===== src/hw/rtl/stpit_pkg.sv =====
`timescale 1ns / 1ps
`default_nettype none
package stpit_pkg;

  localparam int TABLE_DEPTH_DEFAULT = 32;

  localparam logic signed [15:0] SNR_MIN = -16'sd25600;
  localparam logic signed [15:0] SNR_MAX = 16'sd25600;
  localparam logic [16:0]        PER_ONE = 17'd65536;

  localparam logic OP_INSERT = 1'b0;
  localparam logic OP_LOOKUP = 1'b1;

  typedef enum logic [1:0] {
    ST_OK    = 2'd0,
    ST_DUP   = 2'd1,
    ST_FULL  = 2'd2,
    ST_RANGE = 2'd3
  } status_t;

  typedef enum logic [2:0] {
    LC_EXACT  = 3'd0,
    LC_BELOW  = 3'd1,
    LC_ABOVE  = 3'd2,
    LC_INTERP = 3'd3,
    LC_CACHE  = 3'd4
  } lookup_case_t;

  // One table point as it is stored in memory.
  typedef struct packed {
    logic [15:0] key;
    logic [16:0] rate;
  } entry_t;

  // Dividend and divisor widths of the interpolation divide.
  localparam int DIV_NUM_W = 34;
  localparam int DIV_DEN_W = 17;

endpackage
`default_nettype wire


===== src/hw/rtl/stpit_ram.sv =====
`timescale 1ns / 1ps
`default_nettype none
module stpit_ram #(
  parameter int WIDTH = 8,
  parameter int DEPTH = 32
) (
  input  wire logic                     clk,
  input  wire logic                     we,
  input  wire logic [$clog2(DEPTH)-1:0] waddr,
  input  wire logic [WIDTH-1:0]         wdata,
  input  wire logic                     re,
  input  wire logic [$clog2(DEPTH)-1:0] raddr,
  output      logic [WIDTH-1:0]         rdata
);

  logic [WIDTH-1:0] mem [DEPTH];

  always_ff @(posedge clk) begin
    if (we) begin
      mem[waddr] <= wdata;
    end
    if (re) begin
      rdata <= mem[raddr];
    end
  end

endmodule
`default_nettype wire


===== src/hw/rtl/stpit_div.sv =====
`timescale 1ns / 1ps
`default_nettype none
// Restoring unsigned divider, one quotient bit per cycle.
module stpit_div #(
  parameter int NW = 34,
  parameter int DW = 17
) (
  input  wire logic          clk,
  input  wire logic          rst_n,
  input  wire logic          start,
  input  wire logic [NW-1:0] num,
  input  wire logic [DW-1:0] den,
  output      logic          done,
  output      logic [NW-1:0] quo
);

  localparam int CNTW = $clog2(NW + 1);

  logic            busy_r, busy_nxt;
  logic            done_r, done_nxt;
  logic [CNTW-1:0] cnt_r, cnt_nxt;
  logic [DW-1:0]   rem_r, rem_nxt;
  logic [DW-1:0]   den_r, den_nxt;
  logic [NW-1:0]   quo_r, quo_nxt;
  logic [DW:0]     rem_sh;
  logic [DW+1:0]   diff;
  logic            ge;

  assign rem_sh = {rem_r, quo_r[NW-1]};
  assign diff   = {1'b0, rem_sh} - {2'b00, den_r};
  assign ge     = ~diff[DW+1];

  always_comb begin
    busy_nxt = busy_r;
    done_nxt = 1'b0;
    cnt_nxt  = cnt_r;
    rem_nxt  = rem_r;
    den_nxt  = den_r;
    quo_nxt  = quo_r;
    if (start) begin
      busy_nxt = 1'b1;
      cnt_nxt  = '0;
      rem_nxt  = '0;
      den_nxt  = den;
      quo_nxt  = num;
    end else if (busy_r) begin
      rem_nxt = ge ? diff[DW-1:0] : rem_sh[DW-1:0];
      quo_nxt = {quo_r[NW-2:0], ge};
      cnt_nxt = cnt_r + 1'b1;
      if (cnt_r == CNTW'(NW - 1)) begin
        busy_nxt = 1'b0;
        done_nxt = 1'b1;
      end
    end
  end

  always_ff @(posedge clk) begin
    if (!rst_n) begin
      busy_r <= 1'b0;
      done_r <= 1'b0;
      cnt_r  <= '0;
    end else begin
      busy_r <= busy_nxt;
      done_r <= done_nxt;
      cnt_r  <= cnt_nxt;
    end
    rem_r <= rem_nxt;
    den_r <= den_nxt;
    quo_r <= quo_nxt;
  end

  assign done = done_r;
  assign quo  = quo_r;

endmodule
`default_nettype wire


===== src/hw/rtl/snr_to_per_interpolating_table_core.sv =====
`timescale 1ns / 1ps
`default_nettype none
// SNR to packet error rate table with linear interpolation. The block holds up to
// TABLE_DEPTH (SNR, PER) points sorted by SNR in a single-port-read, single-port-write
// memory and handles one item at a time. A lookup that hits the one-entry result cache
// goes straight to the finish state. Otherwise the table is scanned from the lowest key,
// each point passing through a read state and a compare state. An exact hit, a
// below-range or an above-range answer ends there. An interpolated answer adds a multiply
// state, a divider start state and a wait state in which the restoring divider works
// through 34 quotient bits and reports done. An insert scans the same way and then opens
// a slot by moving every higher point up one place, each through a shift-read and a
// shift-write state, and then writes the new point. Rejected inserts (out of range,
// duplicate key, full table) finish right after the check. Every insert transfer,
// accepted or rejected, empties the cache. The result register lets a new input transfer
// be taken while the previous result still waits.
module snr_to_per_interpolating_table_core #(
  parameter int TABLE_DEPTH = stpit_pkg::TABLE_DEPTH_DEFAULT
) (
  input  wire logic               clk,
  input  wire logic               rst_n,
  input  wire logic               in_valid,
  output      logic               in_ready,
  input  wire logic               in_op,
  input  wire logic signed [15:0] in_snr_value,
  input  wire logic [16:0]        in_per_value,
  output      logic               out_valid,
  input  wire logic               out_ready,
  output      logic [16:0]        out_per_result,
  output      logic [1:0]         out_status,
  output      logic [2:0]         out_lookup_case,
  output      logic [5:0]         out_point_count
);

  localparam int AW = $clog2(TABLE_DEPTH);
  localparam int CW = $clog2(TABLE_DEPTH + 1);
  localparam int EW = $bits(stpit_pkg::entry_t);
  localparam int NW = stpit_pkg::DIV_NUM_W;
  localparam int DW = stpit_pkg::DIV_DEN_W;

  typedef enum logic [10:0] {
    S_IDLE     = 11'b000_0000_0001,
    S_RD       = 11'b000_0000_0010,
    S_CMP      = 11'b000_0000_0100,
    S_EVAL     = 11'b000_0000_1000,
    S_SHIFT_RD = 11'b000_0001_0000,
    S_SHIFT_WR = 11'b000_0010_0000,
    S_PUT      = 11'b000_0100_0000,
    S_MUL      = 11'b000_1000_0000,
    S_DIV_GO   = 11'b001_0000_0000,
    S_DIV_WAIT = 11'b010_0000_0000,
    S_FINISH   = 11'b100_0000_0000
  } state_t;

  state_t state_r, state_nxt;

  // Item being worked on.
  logic               op_r, op_nxt;
  logic [15:0]        key_r, key_nxt;
  logic [16:0]        rate_r, rate_nxt;

  // Table bookkeeping and scan position.
  logic [CW-1:0]      held_r, held_nxt;
  logic [CW-1:0]      idx_r, idx_nxt;
  logic [CW-1:0]      j_r, j_nxt;
  logic [CW-1:0]      jm1;
  stpit_pkg::entry_t  lo_r, lo_nxt;
  stpit_pkg::entry_t  hi_r, hi_nxt;

  // Result cache.
  logic               cvalid_r, cvalid_nxt;
  logic [15:0]        ckey_r, ckey_nxt;
  logic [16:0]        crate_r, crate_nxt;

  // Result being built.
  logic [16:0]        res_per_r, res_per_nxt;
  stpit_pkg::status_t res_st_r, res_st_nxt;
  stpit_pkg::lookup_case_t res_lc_r, res_lc_nxt;

  // Interpolation datapath.
  logic signed [34:0] prod_r, prod_nxt;
  logic [DW-1:0]      den_r, den_nxt;
  logic               neg_r, neg_nxt;
  logic signed [16:0] dk;
  logic signed [16:0] dden;
  logic signed [17:0] dr;
  logic [34:0]        mag;
  logic               div_start;
  logic               div_done;
  logic [NW-1:0]      div_quo;
  logic signed [19:0] qs;
  logic signed [19:0] sum;

  // Output register.
  logic               ovalid_r, ovalid_nxt;
  logic [16:0]        oper_r, oper_nxt;
  logic [1:0]         ost_r, ost_nxt;
  logic [2:0]         olc_r, olc_nxt;
  logic [5:0]         ocnt_r, ocnt_nxt;
  logic [CW+5:0]      held_ext;

  // Memory port.
  logic               ram_we, ram_re;
  logic [AW-1:0]      ram_waddr, ram_raddr;
  logic [EW-1:0]      ram_wdata, ram_rdata;
  stpit_pkg::entry_t  rd_e;

  logic               accept;
  logic               range_bad;
  logic               found;

  assign accept    = in_valid && in_ready;
  assign in_ready  = (state_r == S_IDLE);
  assign range_bad = (in_snr_value < stpit_pkg::SNR_MIN) ||
                     (in_snr_value > stpit_pkg::SNR_MAX) ||
                     (in_per_value > stpit_pkg::PER_ONE);
  assign rd_e      = stpit_pkg::entry_t'(ram_rdata);
  assign jm1       = j_r - 1'b1;
  assign found     = (idx_r != held_r);

  assign dk   = $signed({key_r[15], key_r}) - $signed({lo_r.key[15], lo_r.key});
  assign dden = $signed({hi_r.key[15], hi_r.key}) - $signed({lo_r.key[15], lo_r.key});
  assign dr   = $signed({1'b0, hi_r.rate}) - $signed({1'b0, lo_r.rate});
  assign mag  = prod_r[34] ? 35'(-prod_r) : 35'(prod_r);
  assign qs   = neg_r ? -$signed({3'b000, div_quo[16:0]}) : $signed({3'b000, div_quo[16:0]});
  assign sum  = $signed({3'b000, lo_r.rate}) + qs;
  assign div_start = (state_r == S_DIV_GO);
  assign held_ext  = {6'b000000, held_r};

  // The memory sees at most one read and one write per cycle; the sequencer never
  // reads and writes the same entry in flight, so no forwarding is needed.
  assign ram_re    = (state_r == S_RD) || (state_r == S_SHIFT_RD);
  assign ram_raddr = (state_r == S_SHIFT_RD) ? jm1[AW-1:0] : idx_r[AW-1:0];
  assign ram_we    = (state_r == S_SHIFT_WR) || (state_r == S_PUT);
  assign ram_waddr = (state_r == S_PUT) ? idx_r[AW-1:0] : j_r[AW-1:0];
  assign ram_wdata = (state_r == S_PUT) ? {key_r, rate_r} : ram_rdata;

  always_comb begin
    state_nxt   = state_r;
    op_nxt      = op_r;
    key_nxt     = key_r;
    rate_nxt    = rate_r;
    held_nxt    = held_r;
    idx_nxt     = idx_r;
    j_nxt       = j_r;
    lo_nxt      = lo_r;
    hi_nxt      = hi_r;
    cvalid_nxt  = cvalid_r;
    ckey_nxt    = ckey_r;
    crate_nxt   = crate_r;
    res_per_nxt = res_per_r;
    res_st_nxt  = res_st_r;
    res_lc_nxt  = res_lc_r;
    prod_nxt    = prod_r;
    den_nxt     = den_r;
    neg_nxt     = neg_r;
    ovalid_nxt  = ovalid_r;
    oper_nxt    = oper_r;
    ost_nxt     = ost_r;
    olc_nxt     = olc_r;
    ocnt_nxt    = ocnt_r;

    if (ovalid_r && out_ready) begin
      ovalid_nxt = 1'b0;
    end

    case (state_r)
      S_IDLE: begin
        if (accept) begin
          op_nxt      = in_op;
          key_nxt     = in_snr_value;
          rate_nxt    = in_per_value;
          idx_nxt     = '0;
          res_per_nxt = '0;
          res_st_nxt  = stpit_pkg::ST_OK;
          res_lc_nxt  = stpit_pkg::LC_EXACT;
          if (in_op == stpit_pkg::OP_INSERT) begin
            cvalid_nxt = 1'b0;
            if (range_bad) begin
              res_st_nxt = stpit_pkg::ST_RANGE;
              state_nxt  = S_FINISH;
            end else begin
              state_nxt = (held_r == '0) ? S_EVAL : S_RD;
            end
          end else if (cvalid_r && (ckey_r == in_snr_value)) begin
            res_per_nxt = crate_r;
            res_lc_nxt  = stpit_pkg::LC_CACHE;
            state_nxt   = S_FINISH;
          end else begin
            state_nxt = (held_r == '0) ? S_EVAL : S_RD;
          end
        end
      end
      S_RD: begin
        state_nxt = S_CMP;
      end
      S_CMP: begin
        if ($signed(rd_e.key) < $signed(key_r)) begin
          lo_nxt  = rd_e;
          idx_nxt = idx_r + 1'b1;
          state_nxt = (idx_r + 1'b1 == held_r) ? S_EVAL : S_RD;
        end else begin
          hi_nxt    = rd_e;
          state_nxt = S_EVAL;
        end
      end
      S_EVAL: begin
        if (op_r == stpit_pkg::OP_INSERT) begin
          if (found && (hi_r.key == key_r)) begin
            res_st_nxt = stpit_pkg::ST_DUP;
            state_nxt  = S_FINISH;
          end else if (held_r == CW'(TABLE_DEPTH)) begin
            res_st_nxt = stpit_pkg::ST_FULL;
            state_nxt  = S_FINISH;
          end else if (held_r == idx_r) begin
            state_nxt = S_PUT;
          end else begin
            j_nxt     = held_r;
            state_nxt = S_SHIFT_RD;
          end
        end else if (found && (hi_r.key == key_r)) begin
          res_per_nxt = hi_r.rate;
          res_lc_nxt  = stpit_pkg::LC_EXACT;
          state_nxt   = S_FINISH;
        end else if (idx_r == '0) begin
          res_per_nxt = stpit_pkg::PER_ONE;
          res_lc_nxt  = stpit_pkg::LC_BELOW;
          state_nxt   = S_FINISH;
        end else if (!found) begin
          res_per_nxt = '0;
          res_lc_nxt  = stpit_pkg::LC_ABOVE;
          state_nxt   = S_FINISH;
        end else begin
          state_nxt = S_MUL;
        end
      end
      S_SHIFT_RD: begin
        state_nxt = S_SHIFT_WR;
      end
      S_SHIFT_WR: begin
        j_nxt     = jm1;
        state_nxt = (jm1 == idx_r) ? S_PUT : S_SHIFT_RD;
      end
      S_PUT: begin
        held_nxt  = held_r + 1'b1;
        state_nxt = S_FINISH;
      end
      S_MUL: begin
        prod_nxt  = 35'(dk * dr);
        den_nxt   = dden[DW-1:0];
        state_nxt = S_DIV_GO;
      end
      S_DIV_GO: begin
        neg_nxt   = prod_r[34];
        state_nxt = S_DIV_WAIT;
      end
      S_DIV_WAIT: begin
        if (div_done) begin
          if (sum < 0) begin
            res_per_nxt = '0;
          end else if (sum > $signed({3'b000, stpit_pkg::PER_ONE})) begin
            res_per_nxt = stpit_pkg::PER_ONE;
          end else begin
            res_per_nxt = sum[16:0];
          end
          res_lc_nxt = stpit_pkg::LC_INTERP;
          state_nxt  = S_FINISH;
        end
      end
      S_FINISH: begin
        if (!ovalid_r || out_ready) begin
          ovalid_nxt = 1'b1;
          oper_nxt   = res_per_r;
          ost_nxt    = res_st_r;
          olc_nxt    = res_lc_r;
          ocnt_nxt   = held_ext[5:0];
          if (op_r == stpit_pkg::OP_LOOKUP) begin
            cvalid_nxt = 1'b1;
            ckey_nxt   = key_r;
            crate_nxt  = res_per_r;
          end
          state_nxt = S_IDLE;
        end
      end
      default: begin
        state_nxt = S_IDLE;
      end
    endcase
  end

  always_ff @(posedge clk) begin
    if (!rst_n) begin
      state_r  <= S_IDLE;
      held_r   <= '0;
      cvalid_r <= 1'b0;
      ckey_r   <= '0;
      crate_r  <= '0;
      ovalid_r <= 1'b0;
    end else begin
      state_r  <= state_nxt;
      held_r   <= held_nxt;
      cvalid_r <= cvalid_nxt;
      ckey_r   <= ckey_nxt;
      crate_r  <= crate_nxt;
      ovalid_r <= ovalid_nxt;
    end
    op_r      <= op_nxt;
    key_r     <= key_nxt;
    rate_r    <= rate_nxt;
    idx_r     <= idx_nxt;
    j_r       <= j_nxt;
    lo_r      <= lo_nxt;
    hi_r      <= hi_nxt;
    res_per_r <= res_per_nxt;
    res_st_r  <= res_st_nxt;
    res_lc_r  <= res_lc_nxt;
    prod_r    <= prod_nxt;
    den_r     <= den_nxt;
    neg_r     <= neg_nxt;
    oper_r    <= oper_nxt;
    ost_r     <= ost_nxt;
    olc_r     <= olc_nxt;
    ocnt_r    <= ocnt_nxt;
  end

  stpit_ram #(
    .WIDTH (EW),
    .DEPTH (TABLE_DEPTH)
  ) u_ram (
    .clk   (clk),
    .we    (ram_we),
    .waddr (ram_waddr),
    .wdata (ram_wdata),
    .re    (ram_re),
    .raddr (ram_raddr),
    .rdata (ram_rdata)
  );

  stpit_div #(
    .NW (NW),
    .DW (DW)
  ) u_div (
    .clk   (clk),
    .rst_n (rst_n),
    .start (div_start),
    .num   (mag[NW-1:0]),
    .den   (den_r),
    .done  (div_done),
    .quo   (div_quo)
  );

  assign out_valid       = ovalid_r;
  assign out_per_result  = oper_r;
  assign out_status      = ost_r;
  assign out_lookup_case = olc_r;
  assign out_point_count = ocnt_r;

endmodule
`default_nettype wire


===== config.mk =====
export PLATFORM = sky130hd
export DESIGN_NAME = snr_to_per_interpolating_table_core
export DESIGN_NICKNAME = d
export VERILOG_FILES = /design/src/hw/rtl/stpit_pkg.sv /design/src/hw/rtl/stpit_ram.sv /design/src/hw/rtl/stpit_div.sv /design/src/hw/rtl/snr_to_per_interpolating_table_core.sv
export SDC_FILE = /design/constraint.sdc
export NUM_CORES = 2
export LEC_CHECK = 0
export BUFFER_PORTS_ARGS = -buffer_cell sky130_fd_sc_hd__buf_2
export CAP_MARGIN = 20
export CORE_ASPECT_RATIO = 1.1
export CORE_MARGIN = 2
export CORE_UTILIZATION = 50
export DETAILED_ROUTE_END_ITERATION = 8
export PLACE_DENSITY = 0.72
export RECOVER_POWER = 25
export SLEW_MARGIN = 20
export SYNTH_ARGS = -nofsm -noshare
export SYNTH_HDL_FRONTEND = slang
export SYNTH_SLANG_ARGS = --single-unit

===== constraint.sdc =====
create_clock -name clk -period 9.8 [get_ports clk]
set_clock_uncertainty 0.15 [all_clocks]
set_input_delay 1.47 -clock clk [delete_from_list [all_inputs] [get_ports clk]]
set_output_delay 1.47 -clock clk [all_outputs]
set_load 0.03 [all_outputs]

## After elaboration in Yosys (flattened, before gate mapping)

Memories as Yosys holds them, arrays and structs flattened. A register that Yosys moved wholly into a read port is not among the register bits.
Index checks and enable logic that the tools add are counted.

- $mul: 1
- Reduce and logical (&&, ||, !) cells: 31
- Muxes and demuxes: 75
- Magnitude comparators: 6
- Bitwise operators: 4
- Equality and inequality tests: 32
- Add/sub/neg operators: 11

Operators by type and width:

| kind | number |
|---|---|
| $mux 17 | 11 |
| $mux 11 | 12 |
| $pmux 11 s11 | 1 |
| $mux 34 | 3 |
| $pmux 17 s3 | 1 |
| $mux 6 | 6 |
| $mul 17x18->35 | 1 |
| $neg 34->34 | 1 |
| $sub 16x16->17 | 2 |
| $mux 33 | 1 |
| $eq 16x16->1 | 2 |
| $mux 3 | 8 |
| $pmux 6 s2 | 2 |
| $add 18x20->20 | 1 |
| $gt 20x18->1 const B | 1 |
| $lt 20x1->1 const B | 1 |
| $mux 20 | 1 |
| $neg 17->20 | 1 |
| $sub 18x17->19 | 1 |
| $add 6x1->6 const B | 3 |
| $eq 6x6->1 | 3 |
| $ne 2x2->1 const B | 9 |
| $sub 17x17->18 | 1 |
| $gt 17x17->1 const B | 1 |
| other kinds (41) | 86 |

- Output and inout port bits: 30
- RAM bits: 1056
- Register bits after elaboration: 343
- Input bits: 38
- Memories kept: 1
- Word-level logic and storage cells: 192

Memory list:

| memory | depth | width | read ports | clocked after memory_dff | write ports | RTL line | RTL |
|---|---|---|---|---|---|---|---|
| u_ram.mem | 32 | 33 | 1 | 1 | 1 | stpit_ram.sv:16 | `logic [WIDTH-1:0] mem [DEPTH];` |

## Depth between registers and ports, before layout

- Depth in word-level cells: 8
- Mapped depth: 35
- Mapped depth without buffers: 33

## Modules after synthesis

Synthesis repeated with hierarchy kept, for this count alone.

- Cell total of the unflattened synthesis: 5425
- Area total of the unflattened synthesis: 72473.3 um^2

By module, submodules not included:

| module | cells each | area an instance (um^2) | times used | seq. area each (um^2) |
|---|---|---|---|---|
| stpit_ram | 2332 | 42144.2 | 1 | 32701.4 |
| snr_to_per_interpolating_table_core | 2755 | 26415.3 | 1 | 7497.2 |
| stpit_div | 338 | 3913.8 | 1 | 2031.9 |

## Worst setup path before layout

No wires, ideal clock.

- Path type: reg2reg
- Start: reg key_r[0]
- End: reg prod_r[34] (data pin)
- Data required time: 9.390 ns
- Setup time: 0.260 ns
- Arrival time: 8.395 ns
- Cell stages (with the launch flop): 32
- Setup slack: 0.995 ns
- Buffers on the path: 2
- Period minus slack after synthesis: 8.805 ns
- Cell sequence: edfxtp_1 inv_1 ha_1 fa_1 nor2b_1 o21ai_0 a21boi_0 o21ai_0 a211oi_1 o21ai_0 a21oi_1 xor2_1 clkbuf_1 nand2_1 fa_1 inv_1 fa_1 fa_1 fa_1 fa_1 inv_1 fa_1 inv_1 ha_1 clkbuf_1 nand4_1 or2_2 o311ai_0 o211ai_1 o311ai_0 a21oi_1 xnor2_1

- Longest elaborated chain between the ends: 2

Ends and longest elaborated chain:

| what | RTL line | RTL |
|---|---|---|
| start, declared | snr_to_per_interpolating_table_core.sv:58 | `logic [15:0] key_r, key_nxt;` |
| start signal, assigned | snr_to_per_interpolating_table_core.sv:307 | `key_r <= key_nxt;` |
| $sub 16x16->17 | snr_to_per_interpolating_table_core.sv:120 | `assign dk = $signed({key_r[15], key_r}) - $signed({lo_r.key[15], lo_r.key});` |
| $mul 17x18->35 | snr_to_per_interpolating_table_core.sv:248 | `prod_nxt = 35'(dk * dr);` |
| end signal, assigned | snr_to_per_interpolating_table_core.sv:316 | `prod_r <= prod_nxt;` |
| end, declared | snr_to_per_interpolating_table_core.sv:80 | `logic signed [34:0] prod_r, prod_nxt;` |

Every way passes these cells.
A chain may end at the register's enable or synchronous reset.

## Worst setup path after layout

- Start: reg hi_r[2] in the netlist's numbering
- End: reg prod_r[34] (data pin)

- Longest elaborated chain between the ends: 2

Ends and longest elaborated chain:

| what | RTL line | RTL |
|---|---|---|
| start, declared | snr_to_per_interpolating_table_core.sv:67 | `stpit_pkg::entry_t hi_r, hi_nxt;` |
| start signal, assigned | snr_to_per_interpolating_table_core.sv:312 | `hi_r <= hi_nxt;` |
| $sub 17x17->18 | snr_to_per_interpolating_table_core.sv:122 | `assign dr = $signed({1'b0, hi_r.rate}) - $signed({1'b0, lo_r.rate});` |
| $mul 17x18->35 | snr_to_per_interpolating_table_core.sv:248 |  |

Every way passes these cells.

==> run summary <==
Least-Margin Pin Slew -> 4.39 ns
Clock transition at path regs -> 0.06 ns
Drt wl/cell -> 24.1 um
Largest net degree at the start of global routing -> 161
Synth warn -> 0
Initial antenna violation count -> 13
Worst path top cell family by delay -> adder cells
Clock buffer depth -> 3
Synth top cells by count -> edfxtp_1, nand2_1, inv_1
#FFs+latches synth -> 1432
Die width -> 365 um
Number of global-route vias before repair -> 47050
Worst R2R Setup Slack -> 0.43 ns
Ys flop type -> edfxtp_1
CP Max Fanout -> 11
Via density -> 5.90
Count leader, synth -> edfxtp_1
Final min period -> 9.37 ns
CP Launch Type -> flip-flop
Final Hold Fails -> 0
RSZ-0062 raised after global routing -> no
CP max stage delay -> 0.75 ns
Main area contributors after synthesis -> edfxtp_1, fa_1, nand2_1
Final worst-path cycle share -> 0.956
Cell area after synthesis -> 71600 um^2
Cell variety after synth -> 72
Fin area -> 79300 um^2
CP max stage cell -> o21ai_0
Tot GR Track Use -> 0.264
DRC Markers -> 0
Clock Sink Count -> 1432
Max-cap violations -> 12
Area Overhead vs Synth -> 10.8%
Final setup viols -> 0
WP data required -> 10.16 ns
Worst Hold Class -> reg2reg
Failing checks -> capacitance limit, slew limit
Synth Net Count -> 6475
Worst skew pair latency -> 0.80 ns
Initial core utilization -> 0.504
Drt first-iter violations -> 5224
Post-synth EDFFs -> 1355
Gate Count Post-Synth -> 5927
Post-CTS sizing -> 0
Via count -> 47288
Register area share after synthesis -> 0.590
Hold buffer count at cts -> 0
First-pass GRT wire length -> 290000 um
PortBufs -> 67
Clk root buf -> clkbuf_16
Share of post-route cells with drive strength above 1 -> 0.0662
NumNets Final -> 6535
Setup tns final -> 0 ns
Grt total ovfl -> 0
Die area -> 146000 um^2
Antenna Violating Nets Remaining -> 0
Worst Path Arrival -> 9.72 ns
Num ports -> 68
Die Ht -> 401 um
Most numerous cell on the critical path -> fa_1
Buffers & Inverters on Critical Path -> 6
Top cell type's share of synthesized area -> 0.569
Worst R2R Path Depth -> 29
Num CTS Buffers -> 146
Row count -> 145
Fmax -> 107 MHz
Worst slew margin -> -1.93
Critical path class -> reg2reg
Worst r2r src -> hi_r[2]
Pre-antenna DRT Iters -> 8
Critical Path Stages -> 29
H-tree depth -> 4
Core area -> 142000 um^2
Outcome -> finished, violations left
Worst setup EP type -> flip-flop
Total wire length -> 193000 um
Post-CTS Setup Inserts -> 0
Placed instance area -> 74600 um^2
Hpwl dp -> 120000 um
Setup crit start -> hi_r[2]
Gp weighted congestion -> 0.963
Avg Inst Size Synth -> 12.1 um^2
Async S/R FF share, synth -> 0
Reg-to-Reg End -> prod_r[34]
Slew Limit Fails -> 466
Worst setup endpoint -> prod_r[34]
CTS tree -> yes
Dominant cell type by area after synthesis -> edfxtp_1
[registers in the layout (all words and copies together), names as in the netlist, 6 cells and up]
register         cells
u_div.cnt_r          6
crate_r             17
u_div.quo           34
key_r               16
u_ram.mem         1056
state_r             11
hi_r                33
u_div.rem_r         17
idx_r                6
rate_r              17
prod_r              35
u_div.den_r         17
res_per_r           17
lo_r                33
out_per_result      17
ckey_r              16
den_r               17
out_point_count      6
j_r                  6
u_ram.rdata         33
held_r               6
[final cells by class]
cell class / count / area, um^2
antenna: 4 / 10.0
timing repair buffer: 186 / 1140
fill: 11433 / 62800
sequential: 1432 / 42200
multi-input combinational: 3766 / 27100
tap: 1911 / 2390
clock inverter: 70 / 736
inverter: 455 / 1710
clock buffer: 193 / 3970
[per-stage QoR]
stage / cells / util / setup slack (ns) / hold slack, ns
after floorplan: 5927 / - / 0.995 / 0.250
after global placement: 7748 / 0.525 / 0.386 / 0.251
after detailed placement: 7748 / 0.525 / 0.280 / 0.255
after CTS: 8011 / 0.558 / 0.234 / 0.263
after global routing: 8016 / 0.558 / 0.0418 / 0.268
final: 8017 / 0.558 / 0.435 / 0.263
[worst min-delay path by stage]
stage,to,start,cells after the start
after floorplan,out_lookup_case[0],res_lc_r[0],0
after global placement,u_div.den_r[12],den_r[12],0
after detailed placement,u_div.den_r[13],den_r[13],0
after CTS,u_div.den_r[4],den_r[4],0
after global routing,u_div.den_r[4],den_r[4],0
final,u_div.den_r[4],den_r[4],0
[cell families (layout without fill, tap and decap cells)]
logic type / count (synthesis) / count (layout) / synth area share
XOR/XNOR: 218 / 218 / 0.0267
buffers and inverters: 729 / 904 / 0.0387
other: 0 / 4 / 0
AND/OR/NAND/NOR: 2115 / 2115 / 0.128
multiplexers: 140 / 140 / 0.0196
adder cells (fa/ha/maj): 510 / 510 / 0.122
flip-flops: 1432 / 1432 / 0.590
AO/OA/AOI/OAI: 783 / 783 / 0.0746
[cells in the final DEF (no fill, tap or decap), types with 32 or more instances in the layout]
cell,n
edfxtp_1,1355
nand2_1,1220
inv_1,454
fa_1,317
nand3_1,303
nor2_1,236
ha_1,193
clkbuf_16,150
a31oi_1,143
mux2i_1,138
a32oi_1,136
o21ai_0,134
xnor2_1,131
clkbuf_1,115
a21oi_1,105
buf_4,96
xor2_1,83
dfxtp_1,77
nor4_1,53
nor3_1,47
a21boi_0,46
nand2b_1,44
and2_1,36
nor2b_1,32
a21o_1,32
nor2_4,32
[metal layers]
metal | vias up | share of wire | track usage
met4 | 8 | 0.050 | 0.122
li1 | 21072 | - | -
met3 | 500 | 0.088 | 0.0520
met2 | 2226 | 0.48 | 0.432
met1 | 23482 | 0.38 | 0.339
met5 | - | 0.00024 | 0
Power is left out: the tool's default activity adds up to more than one toggle a clock period on the data nets, which glitch-free logic cannot reach.
